### src/design/brb_pkg.sv
`default_nettype none
package brb_pkg;

	localparam int DEPTH      = 1024;
	localparam int READ_MAX   = 64;
	localparam int RESET_SIZE = 1024;

	localparam int DATA_W = 8;
	localparam int LEN_W  = 10;
	localparam int CFG_W  = 11;
	localparam int FILL_W = 10;
	localparam int ST_W   = 2;

	localparam int AW    = $clog2(DEPTH);
	localparam int SZ_W  = AW + 1;
	localparam int RC_W  = $clog2(READ_MAX + 1);
	localparam int CMP_A = (SZ_W > LEN_W) ? SZ_W : LEN_W;
	localparam int CMP_W = (CMP_A > CFG_W) ? CMP_A : CFG_W;

	localparam logic REQ_WR = 1'b0;
	localparam logic REQ_RD = 1'b1;

	localparam logic [ST_W-1:0] ST_OK    = 2'd0;
	localparam logic [ST_W-1:0] ST_DROP  = 2'd1;
	localparam logic [ST_W-1:0] ST_SHORT = 2'd2;
	localparam logic [ST_W-1:0] ST_BIG   = 2'd3;

	typedef struct packed {
		logic              we;
		logic [AW-1:0]     waddr;
		logic [DATA_W-1:0] wdata;
		logic              re;
		logic [AW-1:0]     raddr;
	} mem_req_t;

	typedef struct packed {
		logic            valid;
		logic            is_read;
		logic [ST_W-1:0] status;
		logic            last;
		logic [AW-1:0]   fill;
	} res_t;

	// usable positions: clamped ring size minus one
	function automatic logic [AW-1:0] cap_of(input logic [CFG_W-1:0] v);
		logic [CMP_W-1:0] s;
		s = CMP_W'(v);
		if (s < CMP_W'(2)) s = CMP_W'(2);
		if (s > CMP_W'(DEPTH)) s = CMP_W'(DEPTH);
		return AW'(s - CMP_W'(1));
	endfunction

endpackage
`default_nettype wire

### src/design/brb_ctrl.sv
`default_nettype none
module brb_ctrl
	import brb_pkg::*;
(
	input  wire logic              clk,
	input  wire logic              arst_n,
	input  wire logic              start,
	output logic                   busy,
	input  wire logic              req_type,
	input  wire logic [DATA_W-1:0] data_byte,
	input  wire logic [LEN_W-1:0]  length,
	input  wire logic              cfg_valid,
	output logic                   cfg_ready,
	input  wire logic [CFG_W-1:0]  cfg_data,
	output mem_req_t               mem_req,
	output res_t                   res
);

	localparam logic S_IDLE = 1'b0;
	localparam logic S_RD   = 1'b1;

	logic             state_q, state_d;
	logic [AW-1:0]    cap_q, cap_d;
	logic [AW-1:0]    wr_idx_q, wr_idx_d;
	logic [AW-1:0]    rd_idx_q, rd_idx_d;
	logic [AW-1:0]    occ_q, occ_d;
	logic [LEN_W-1:0] brem_q, brem_d;
	logic             adm_q, adm_d;
	logic [RC_W-1:0]  rem_q, rem_d;

	logic             accept;
	logic [LEN_W-1:0] len_e;
	logic [AW-1:0]    free;
	logic             adm_v;
	logic [LEN_W-1:0] brem_v;
	logic             store;

	function automatic logic [AW-1:0] next_idx(input logic [AW-1:0] idx,
		input logic [AW-1:0] cap);
		logic [AW:0] n;
		n = {1'b0, idx} + (AW+1)'(1);
		return (n >= {1'b0, cap}) ? '0 : n[AW-1:0];
	endfunction

	assign busy      = (state_q == S_RD);
	// a pending request takes precedence over a size write
	assign cfg_ready = (state_q == S_IDLE) && !start;
	assign accept    = start && !busy;

	always_comb begin
		state_d  = state_q;
		cap_d    = cap_q;
		wr_idx_d = wr_idx_q;
		rd_idx_d = rd_idx_q;
		occ_d    = occ_q;
		brem_d   = brem_q;
		adm_d    = adm_q;
		rem_d    = rem_q;
		mem_req  = '0;
		res      = '0;
		len_e    = (length == '0) ? LEN_W'(1) : length;
		free     = (occ_q < cap_q) ? (cap_q - occ_q) : '0;
		adm_v    = adm_q;
		brem_v   = brem_q;
		store    = 1'b0;

		if (cfg_valid && cfg_ready) begin
			cap_d    = cap_of(cfg_data);
			wr_idx_d = '0;
			rd_idx_d = '0;
			occ_d    = '0;
			brem_d   = '0;
			adm_d    = 1'b0;
		end else if (state_q == S_RD) begin
			mem_req.re    = 1'b1;
			mem_req.raddr = rd_idx_q;
			rd_idx_d      = next_idx(rd_idx_q, cap_q);
			occ_d         = occ_q - AW'(1);
			rem_d         = rem_q - RC_W'(1);
			res.valid     = 1'b1;
			res.is_read   = 1'b1;
			res.status    = ST_OK;
			res.last      = (rem_q == RC_W'(1));
			res.fill      = occ_d;
			if (rem_q == RC_W'(1)) begin
				state_d = S_IDLE;
			end
		end else if (accept) begin
			res.valid = 1'b1;
			res.last  = 1'b1;
			res.fill  = occ_q;
			if (req_type == REQ_WR) begin
				if (brem_q == '0) begin
					adm_v  = CMP_W'(free) >= CMP_W'(len_e);
					brem_v = len_e - LEN_W'(1);
				end else begin
					brem_v = brem_q - LEN_W'(1);
				end
				store = adm_v && (occ_q < cap_q);
				if (store) begin
					mem_req.we    = 1'b1;
					mem_req.waddr = wr_idx_q;
					mem_req.wdata = data_byte;
					wr_idx_d      = next_idx(wr_idx_q, cap_q);
					occ_d         = occ_q + AW'(1);
				end
				brem_d     = brem_v;
				adm_d      = (brem_v == '0) ? 1'b0 : adm_v;
				res.status = store ? ST_OK : ST_DROP;
				res.fill   = occ_d;
			end else if (CMP_W'(length) > CMP_W'(READ_MAX)) begin
				res.status = ST_BIG;
			end else if (CMP_W'(length) > CMP_W'(occ_q)) begin
				res.status = ST_SHORT;
			end else if (length == '0) begin
				res.status = ST_OK;
			end else begin
				// first byte goes out on the accepting cycle
				mem_req.re    = 1'b1;
				mem_req.raddr = rd_idx_q;
				rd_idx_d      = next_idx(rd_idx_q, cap_q);
				occ_d         = occ_q - AW'(1);
				res.is_read   = 1'b1;
				res.status    = ST_OK;
				res.last      = (length == LEN_W'(1));
				res.fill      = occ_d;
				if (length != LEN_W'(1)) begin
					rem_d   = RC_W'(length) - RC_W'(1);
					state_d = S_RD;
				end
			end
		end
	end

	always_ff @(posedge clk or negedge arst_n) begin
		if (!arst_n) begin
			state_q  <= S_IDLE;
			cap_q    <= cap_of(CFG_W'(RESET_SIZE));
			wr_idx_q <= '0;
			rd_idx_q <= '0;
			occ_q    <= '0;
			brem_q   <= '0;
			adm_q    <= 1'b0;
			rem_q    <= '0;
		end else begin
			state_q  <= state_d;
			cap_q    <= cap_d;
			wr_idx_q <= wr_idx_d;
			rd_idx_q <= rd_idx_d;
			occ_q    <= occ_d;
			brem_q   <= brem_d;
			adm_q    <= adm_d;
			rem_q    <= rem_d;
		end
	end

	a_occ_bound: assert property (@(posedge clk) disable iff (!arst_n)
		occ_q <= cap_q)
		else $error("occupancy above ring capacity");

	a_idx_bound: assert property (@(posedge clk) disable iff (!arst_n)
		(wr_idx_q < cap_q) && (rd_idx_q < cap_q))
		else $error("ring index out of range");

	a_rd_drain: assert property (@(posedge clk) disable iff (!arst_n)
		(state_q == S_RD) |=> (occ_q == $past(occ_q) - AW'(1)))
		else $error("read burst did not consume one byte");

	a_one_port: assert property (@(posedge clk) disable iff (!arst_n)
		!(mem_req.we && mem_req.re))
		else $error("store read and written in one cycle");

endmodule
`default_nettype wire

### config.mk
export PLATFORM = sky130hd
export DESIGN_NAME = brb_ctrl
export DESIGN_NICKNAME = d
export VERILOG_FILES = /design/src/design/brb_pkg.sv /design/src/design/brb_ctrl.sv
export SDC_FILE = /design/constraint.sdc
export NUM_CORES = 1
export LEC_CHECK = 0
export BUFFER_PORTS_ARGS = -buffer_cell sky130_fd_sc_hd__buf_4
export CAP_MARGIN = 20
export CORE_MARGIN = 5
export CORE_UTILIZATION = 55
export DETAILED_ROUTE_END_ITERATION = 7
export PLACE_DENSITY = 0.76
export SLEW_MARGIN = 25
export SYNTH_ARGS = -nofsm -noshare
export SYNTH_HDL_FRONTEND = slang
export SYNTH_SLANG_ARGS = --single-unit
### constraint.sdc
create_clock -name clk -period 13 [get_ports clk]
set_input_delay 0 -clock clk [delete_from_list [all_inputs] [get_ports clk]]
set_output_delay 0 -clock clk [all_outputs]
set_load 0.02 [all_outputs]
* Word level (Yosys, flattened, before mapping) *
Index checks and enable logic that the tools add are counted.

storage, ports and cells
  bits in registers = 59
  input port bits = 34
  output and inout bits = 47
  word-level logic and storage cells = 151

operators by class
  $add $sub $neg = 10
  magnitude comparators = 8
  equality and inequality tests = 14
  muxes and demuxes = 88
  bitwise logic cells = 2
  reductions and logical operators = 21

operators by type and width
  kind                                                             number
  2-to-1 mux 10 bit                                                36
  2-to-1 mux 11 bit                                                10
  2-to-1 mux 30 bit                                                2
  2-to-1 mux 19 bit                                                3
  2-to-1 mux 7 bit                                                 7
  2-to-1 mux 15 bit                                                3
  subtractor 10 x 1 -> 10 bit (second input constant)              4
  zero test 10 bit                                                 3
  2-to-1 mux 1 bit                                                 24
  adder 10 x 1 -> 11 bit (second input constant)                   2
  >= comparator 11 x 10 -> 1 bit                                   2
  subtractor 7 x 1 -> 7 bit (second input constant)                2
  inequality test 4 bit (second input constant)                    3
  greater-than comparator 11 bit (second input constant)           1
  < comparator 11 x 2 -> 1 bit (second input constant)             1
  adder 10 x 1 -> 10 bit (second input constant)                   1
  == test 10 x 1 -> 1 bit (second input constant)                  1
  >= comparator 10 bit                                             1
  greater-than comparator 10 bit                                   1
  greater-than comparator 10 x 7 -> 1 bit (second input constant)  1
  < comparator 10 bit                                              1
  inequality test 10 x 1 -> 1 bit (second input constant)          1
  nonzero test 2 bit                                               5
  subtractor 10 bit                                                1
  other kinds (13)                                                 27

* Logic depth before layout (Yosys ltp) *
Gate-level depths: netlist (run 1).

  depth in word-level cells = 14
  gate-level depth with buffers = 20
  depth with buffers taken out = 18

* Worst setup path before layout (run 1) *
No wires, ideal clock.

  path type = reg2out
  start point = register occ_q[4]
  end point = output res[4] (netlist name)
  arrival time = 4456 ps
  required time = 13000 ps
  setup slack = 8544 ps
  stages on the path, launching flop included = 18
  path buffers = 3
  cell sequence = dfrtp_1 clkbuf_1 inv_1 ha_1 a21oi_1 o22ai_1 nor3b_2 or2_2 clkbuf_1 inv_1 and2_1 ha_1 a211oi_1 o21ai_0 a2111o_1 buf_2 nand4_1 o311ai_0

RTL lines
  item         line            source
  from (decl)  brb_ctrl.sv:26  logic [AW-1:0] occ_q, occ_d;
  to (decl)    brb_ctrl.sv:16  output res_t res

==> results of run 1 <==
## repair_timing
| item | 4_1_cts | 5_1_grt |
|---|---|---|
| hold endpoints to repair | 52 | 0 |
| hold buffers | 5 | 0 |
| gates resized for setup | 0 | 0 |
| setup endpoints to repair | 0 | 0 |
## stage by stage
| stage | setup slack (ps) | hold WS, ps | std cells |
|---|---|---|---|
| after floorplan | 8540 | -296 | 823 |
| after global placement | 8280 | 128 | 1006 |
| after detailed placement | 8050 | 139 | 1006 |
| after CTS | 7950 | 8.67 | 1027 |
| after global routing | 7490 | 38.0 | 1027 |
| final | 7940 | 23.9 | 1027 |
## synth_stat cells (4+ instances only)
cell	instances	share of area (%)
xnor2_1	25	3.4
a22o_1	7	0.94
o21ai_0	54	4.1
nor3_1	30	2.3
dfstp_2	10	4.0
clkbuf_1	27	1.6
ha_1	61	12
mux2i_1	10	1.5
nor2_1	52	3.0
dfrtp_1	49	19
o21a_1	4	0.46
a21oi_1	47	3.6
a211oi_1	11	1.3
nand3b_1	6	0.69
o31ai_1	4	0.46
inv_1	49	2.8
nand2_1	72	4.1
or3_4	4	0.69
xor2_1	15	2.0
nor3_2	4	0.61
o211ai_1	9	1.0
a31oi_1	24	2.3
or3_1	9	0.86
buf_2	10	0.77
nor2b_1	5	0.48
and2_1	34	3.3
and3_1	16	1.5
nand2b_1	13	1.2
a32o_1	4	0.61
nand3_1	33	2.5
and4_1	4	0.54
a211o_1	7	0.94
nand4_1	17	1.6
a21o_1	7	0.80
nor4_1	5	0.48
## kinds of logic (layout without fill, tap and decap cells)
| kind of cell | count (synthesis) | count (layout) | share of synthesized area, % |
|---|---|---|---|
| buffers and inverters | 93 | 154 | 6.00 |
| adders and majority gates | 62 | 62 | 12.0 |
| muxes | 13 | 13 | 2.05 |
| xor gates and xnor gates | 40 | 40 | 5.36 |
| AOI/OAI and AO/OA | 231 | 231 | 24.7 |
| and+or+nand+nor | 325 | 325 | 27.1 |
| DFF | 59 | 59 | 22.8 |
## layout make-up
cell class | instances | area share, %
multi-input combinational | 671 | 62.5
inverter | 50 | 2.52
tap | 143 | 2.40
clock inverter | 3 | 0.201
timing repair buffer | 88 | 9.03
clock buffer | 13 | 3.36
sequential | 59 | 20.0
## registers in the layout, indices dropped and copies added (netlist names)
| name | cells |
|---|---|
| cap_q | 10 |
| rem_q | 7 |
| busy | 1 |
| wr_idx_q | 10 |
| rd_idx_q | 10 |
| adm_q | 1 |
| brem_q | 10 |
| occ_q | 10 |
## worst max-delay path, cell delays in order, from the launching register on
cell and delay, ps:
dfrtp_1 440, inv_1 280, ha_1 360, a211o_1 310
a21oi_1 200, nor3b_2 320, or2_2 300, inv_1 90
and2_1 170, ha_1 270, a211oi_1 190, o21ai_0 240
a2111o_1 720, a211oi_1 340, a311oi_1 90, o22ai_1 200
buf_4 190
## path summary, 6_finish.rpt
| path | to | start | slack [ps] |
|---|---|---|---|
| max in group asynchronous | wr_idx_q[8] | arst_n | 12180 |
| min in group asynchronous | brem_q[2] | arst_n | 300 |
| worst min-delay path | cap_q[3] | cfg_data[3] | 20 |
| worst min register to register | rem_q[4] | rem_q[4] | 500 |
| worst max register to register | occ_q[9] | occ_q[7] | 8150 |
| worst max-delay path | res[1] | occ_q[7] | 7940 |
## report_power, final
group	internal (mW)	total, mW	switching, mW
Combinational	0.234	0.556	0.321
Clock	0.133	0.218	0.0848
Sequential	0.213	0.262	0.0487
Total	0.581	1.04	0.455
## routing by layer
metal	global-route usage [%]	wire length (um)	vias up	part of all wire, %
met3	4.74	1470	61	7.5
met1	35.9	8200	3085	42
li1	-	-	3137	-
met5	0	0	-	0
met4	15.0	857	0	4.4
met2	43.7	8890	328	46
==> results.md, run 1 <==
- Initial DRC Count: between 600 and 700
- CP Max Fanout: 16
- Clk buf depth: 2
- Final setup TNS: 0 ps
- Pwr Density: roughly 140 nW/um^2
- Total global routing overflow: 0
- Synth warn: 0
- Placer congestion estimate: between 0.9 and 1
- DP Area: roughly 7100 um^2
- Mapped Cells: ~820
- Buffers on Ports: 80
- Commonest non-fill, non-tap cell in the layout: buf_4
- Most frequent cells in the layout: buf_4 (83), nand2_1 (72), ha_1 (61)
- Peak VDD IR: approximately 0.00012 V
- Area added between synthesis and finish: 14.1%
- Max_cap viols: 0
- First drt pass iteration count: 6
- Post-DR wirelength/cell: between 15 and 20 um
- Fin. max-slew vios: 0
- Hpwl dp: about 14000 um
- Critical Path Source Type: flip-flop
- CTS buffer count: 9
- Skew final: between 6 and 7 ps
- Antenna viol nets, final: 0
- Total power: approximately 1.0 mW
- Post-synthesis sequential area ratio: between 20 and 25%
- Fillers: 995
- Number of cell rows: 39
- CTS tree: built
- Share of cells above drive strength 1: approximately 16%
- Drt drc: 0
- Vias in the first global route: roughly 6400
- Initial Utilization: between 50% and 60%
- Die Area: between 10000 and 15000 um^2
- Unique masters post-synth: slightly below 90
- Final wirelength: between 15000 and 20000 um
- Tightest Pin Transition: 1130 ps
- Util after Layout: around two thirds
- Fin crit share: just under 40%
- Critical path type: flip-flop to output pin
- CP Data Required Time: 13000 ps
- Synth Net Count: between 900 and 1000
- Max Freq: ~200 MHz
- Max-slew headroom: roughly 24%
- Post-route cell area: between 7000 and 8000 um^2
- Num ports: 81
- RSZ-0062 raised after global routing: false
- Final Setup Violations: 0
- Synth Flop Type: dfrtp_1
- Multi-input logic area: between 4000 and 5000 um^2
- Clock sinks: between 50 and 60
- Hold Path Class: primary input to flip-flop
- Status: complete, no violations
- Fin. Hold Viols: 0
- P_leak: approximately 3.3 nW
- Post-synth EDFFs: 0
- First-pass GRT wire length: between 30000 and 40000 um
- # Post-CTS Setup Buffers: 0
- Root Buffer: clkbuf_16
- Reg2reg path depth: 15
- Final-stage net count: between 900 and 1000
- Die W: around 120 um
- Vias/cell: roughly 6.4
- Hold depth: 4
- Number of synthesized register bits: ~60
- Vias: 6611
- Synth async-reset ratio: 100%
- Worst-skew pair later-pin latency: 340 ps
- ANT cells: 0
- Avg Inst Size Synth: around 8 um^2
- Clock-pin slew on the worst setup and hold paths: approximately 50 ps
- Crit end category: output pin
- Register area: 1490 um^2
- Worst path arrival time: roughly 5100 ps
- Total track usage: between 20% and 30%
- H-tree depth: 3
- Tmin final: 5060 ps
- Die height: roughly 120 um
- Syn Std Cell Area: approximately 6500 um^2
- Core area: approximately 12000 um^2
- Initial antenna violation count: 0
- Largest net degree at the start of global routing: 60
Note: power is estimated with default switching activity, not from simulation.
==> run 2: changes to the inputs <==
--- a/config.mk
+++ b/config.mk
@@ -8,9 +8,9 @@
 export BUFFER_PORTS_ARGS = -buffer_cell sky130_fd_sc_hd__buf_4
 export CAP_MARGIN = 20
 export CORE_MARGIN = 5
-export CORE_UTILIZATION = 55
+export CORE_UTILIZATION = 54
 export DETAILED_ROUTE_END_ITERATION = 7
-export PLACE_DENSITY = 0.76
+export PLACE_DENSITY = 0.78
 export SLEW_MARGIN = 25
 export SYNTH_ARGS = -nofsm -noshare
 export SYNTH_HDL_FRONTEND = slang
==> constraint.sdc (replaced) <==
create_clock -name clk -period 4.5 [get_ports clk]
set_input_delay 0 -clock clk [delete_from_list [all_inputs] [get_ports clk]]
set_output_delay 0 -clock clk [all_outputs]
set_load 0.02 [all_outputs]
==> run 2 against run 1 <==
The flow now finishes with violations (design-rule violations). Largest cell class unchanged. Sequential share of layout area down 0.97 points. Highest routed layer unchanged. Non-clock buffer count up 28. Wire length up 3.9%. Final area up 5.4%. Sequential cell count unchanged.
==> results.md, run 2 (synthesized netlist as in run 1, its figures left out) <==
- Die W: 120 um (+0.84%)
- Root Buffer: clkbuf_16
- First-pass GRT wire length: 31500 um (-1.1%)
- Antenna viol nets, final: 0 (unchanged)
- DP Area: 7240 um^2 (+1.5%)
- Pre-CTS WS: 205 ps (-7840 ps)
- Die height: 120 um (+0.84%)
- Vias: 6783 (+2.6%)
- Peak VDD IR: 0.000351 V (+190%)
- Number of cell rows: 40 (+2.6%)
- Vias in the first global route: 6363 (-0.53%)
- Core area: 11900 um^2 (+3.4%)
- Hpwl dp: 14500 um (-0.17%)
- Critical Path Source Type: flip-flop
- CP max stage cell: a2111o_1
- Buffers on Ports: 80 (unchanged)
- Commonest non-fill, non-tap cell in the layout: buf_4
- First drt pass iteration count: 8 (+2)
- Buffers and inverters on the worst path: 6 (+3)
- Util after Layout: 66.0% (+1.2 points)
- Fillers: 1067 (+7.2%)
- Max Freq: about 230 MHz
- CP Data Required Time: 4500 ps (-8500 ps)
- Worst setup startpoint: occ_q[5]
- Status: finished, violations left
- Initial Utilization: 54.8% (-1.9 points)
- Area added between synthesis and finish: 20.3%
- Total global routing overflow: 0 (unchanged)
- Initial DRC Count: 655 (+0.46%)
- Final wirelength: 20200 um (+3.9%)
- Final setup TNS: 0 ps (unchanged)
- FF-to-FF Start: occ_q[5]
- Fin. max-slew vios: 0 (unchanged)
- Ordered list of cells on the worst path: inv_1 > ha_1 > inv_1 > nor4_1 > a21o_1 > or2_4 > buf_4 > buf_4 > a211o_1 > nand2_2 > ha_4 > nand4_1 > a21oi_2 > a2111o_1 > buf_6 > nand4_1 > mux2i_1 > nand4_1 > buf_4
- Reg2reg path depth: 19 (+4)
- Share of cells above drive strength 1: 21.3% (+5.4 points)
- Tightest Pin Transition: 929 ps (-199 ps)
- Clock sinks: 59 (unchanged)
- Drt drc: 28 (+28)
- CTS buffer count: 9 (unchanged)
- Post-route cell area: 7860 um^2 (+5.4%)
- Non-Filler Instances: 1059 (+3.1%)
- Clk buf depth: 2 (unchanged)
- Worst-skew pair later-pin latency: 350 ps (about the same)
- Pwr Density: 427 nW/um^2 (+210%)
- Final worst slack: 77.9 ps (-7860 ps)
- Reg2Reg Capture Point: wr_idx_q[6]
- Largest net degree at the start of global routing: 60 (unchanged)
- Most frequent cells in the layout: buf_4 (108), nand2_1 (71), ha_1 (54)
- CP endpoint: res[2]
- Worst path arrival time: 4420 ps (-640 ps)
- Final-stage net count: 1003 (+2.9%)
- Total track usage: 27.1% (-0.43 points)
- Hold Path Class: primary input to flip-flop
- Initial antenna violation count: 0 (unchanged)
- Fin. Hold Viols: 0 (unchanged)
- Largest stage delay on the critical path: 500 ps (-220 ps)
- Critical path depth: 19 (+3)
- Vias/cell: 6.41 (-0.50%)
- Failing checks: design-rule violations
- Hold_ws: 16.2 ps (-7.63 ps)
- Total power: 3.36 mW (+220%)
- Tmin final: roughly 4400 ps
- Skew final: 14.1 ps (+7.70 ps)
- CTS tree: built
- Die Area: 14400 um^2 (+1.7%)
- Crit end category: output pin
- Delay-heaviest family, CP: compound AO/OA/AOI/OAI gates
- Max-slew headroom: 37.9% (+13 points)
- P_leak: 3.51 nW (+4.8%)
- Clock-pin slew on the worst setup and hold paths: 60 ps (about the same)
- Final Setup Violations: 0 (unchanged)
- ANT cells: 0 (unchanged)
- H-tree depth: 3 (unchanged)
- Num ports: 81 (unchanged)
- Placed insts: 1024 (+1.8%)
- Reg2reg setup slack: 290 ps (-7860 ps)
- Post-DR wirelength/cell: 19.1 um (+0.80%)
- CP Max Fanout: 7 (-9)
- Critical path type: flip-flop to output pin
- Max_cap viols: 0 (unchanged)
- Placer congestion estimate: 1.01 (+5.7%)
- Fin crit share: a little over nine tenths
==> run 2: where the power goes <==
group	internal (mW)	switching, mW
sequential	0.619	0.114
clock	0.474	0.249
combinational	0.851	1.05
==> run 2: metal layers <==
layer | part of all wire [%] | up-vias | track usage (%)
li1 | - | 3205 | -
met2 | 47 | 329 | 43.6
met1 | 41 | 3159 | 33.8
met5 | 0 | - | 0
met4 | 4.5 | 0 | 13.8
met3 | 7.8 | 90 | 6.50
==> run 2: worst min-delay path by stage <==
stage | start | end | slack (ps) | cells past startpoint
final | cfg_data[5] | cap_q[5] | 20 | 3
after global routing | cfg_data[5] | cap_q[5] | 50 | 3
after CTS | cfg_data[5] | cap_q[5] | 10 | 3
after detailed placement | arst_n | brem_q[6] | 130 | 1
after global placement | arst_n | brem_q[6] | 130 | 1
after floorplan | arst_n | adm_q | -300 | 0
==> run 2: cell type report <==
| class | instances | area (um^2) | share of cell area, % |
|---|---|---|---|
| clock buffers | 15 | 278 | 3.54 |
| clock inverters | 1 | 30.0 | 0.382 |
| inverters | 50 | 188 | 2.39 |
| multi-input cells | 671 | 4790 | 61.0 |
| flip-flops and latches | 59 | 1490 | 19.0 |
| well taps | 147 | 184 | 2.34 |
| repair buffers | 116 | 895 | 11.4 |
==> run 2: worst reg2reg max path, stage by stage, from the launching register on <==
cell,delay [ps]
dfrtp_2,460
inv_1,230
ha_1,320
inv_1,150
nor4_1,90
a21o_1,210
or2_4,290
buf_4,140
buf_4,130
a211o_1,280
nand2_2,80
ha_4,130
nand4_1,90
a21oi_2,220
a2111o_1,330
buf_6,140
buf_4,120
nand2_4,60
o21ai_0,420
a31oi_1,160
==> run 2: repair_timing <==
item | CTS | global route
buffers inserted | 1 | 12
endpoints found under the setup margin | 27 | 33
resized for setup | 4 | 35
hold buffers | 5 | 0
pin swaps | 1 | 19
hold endpoints to repair | 52 | 0
cloned | 0 | 1
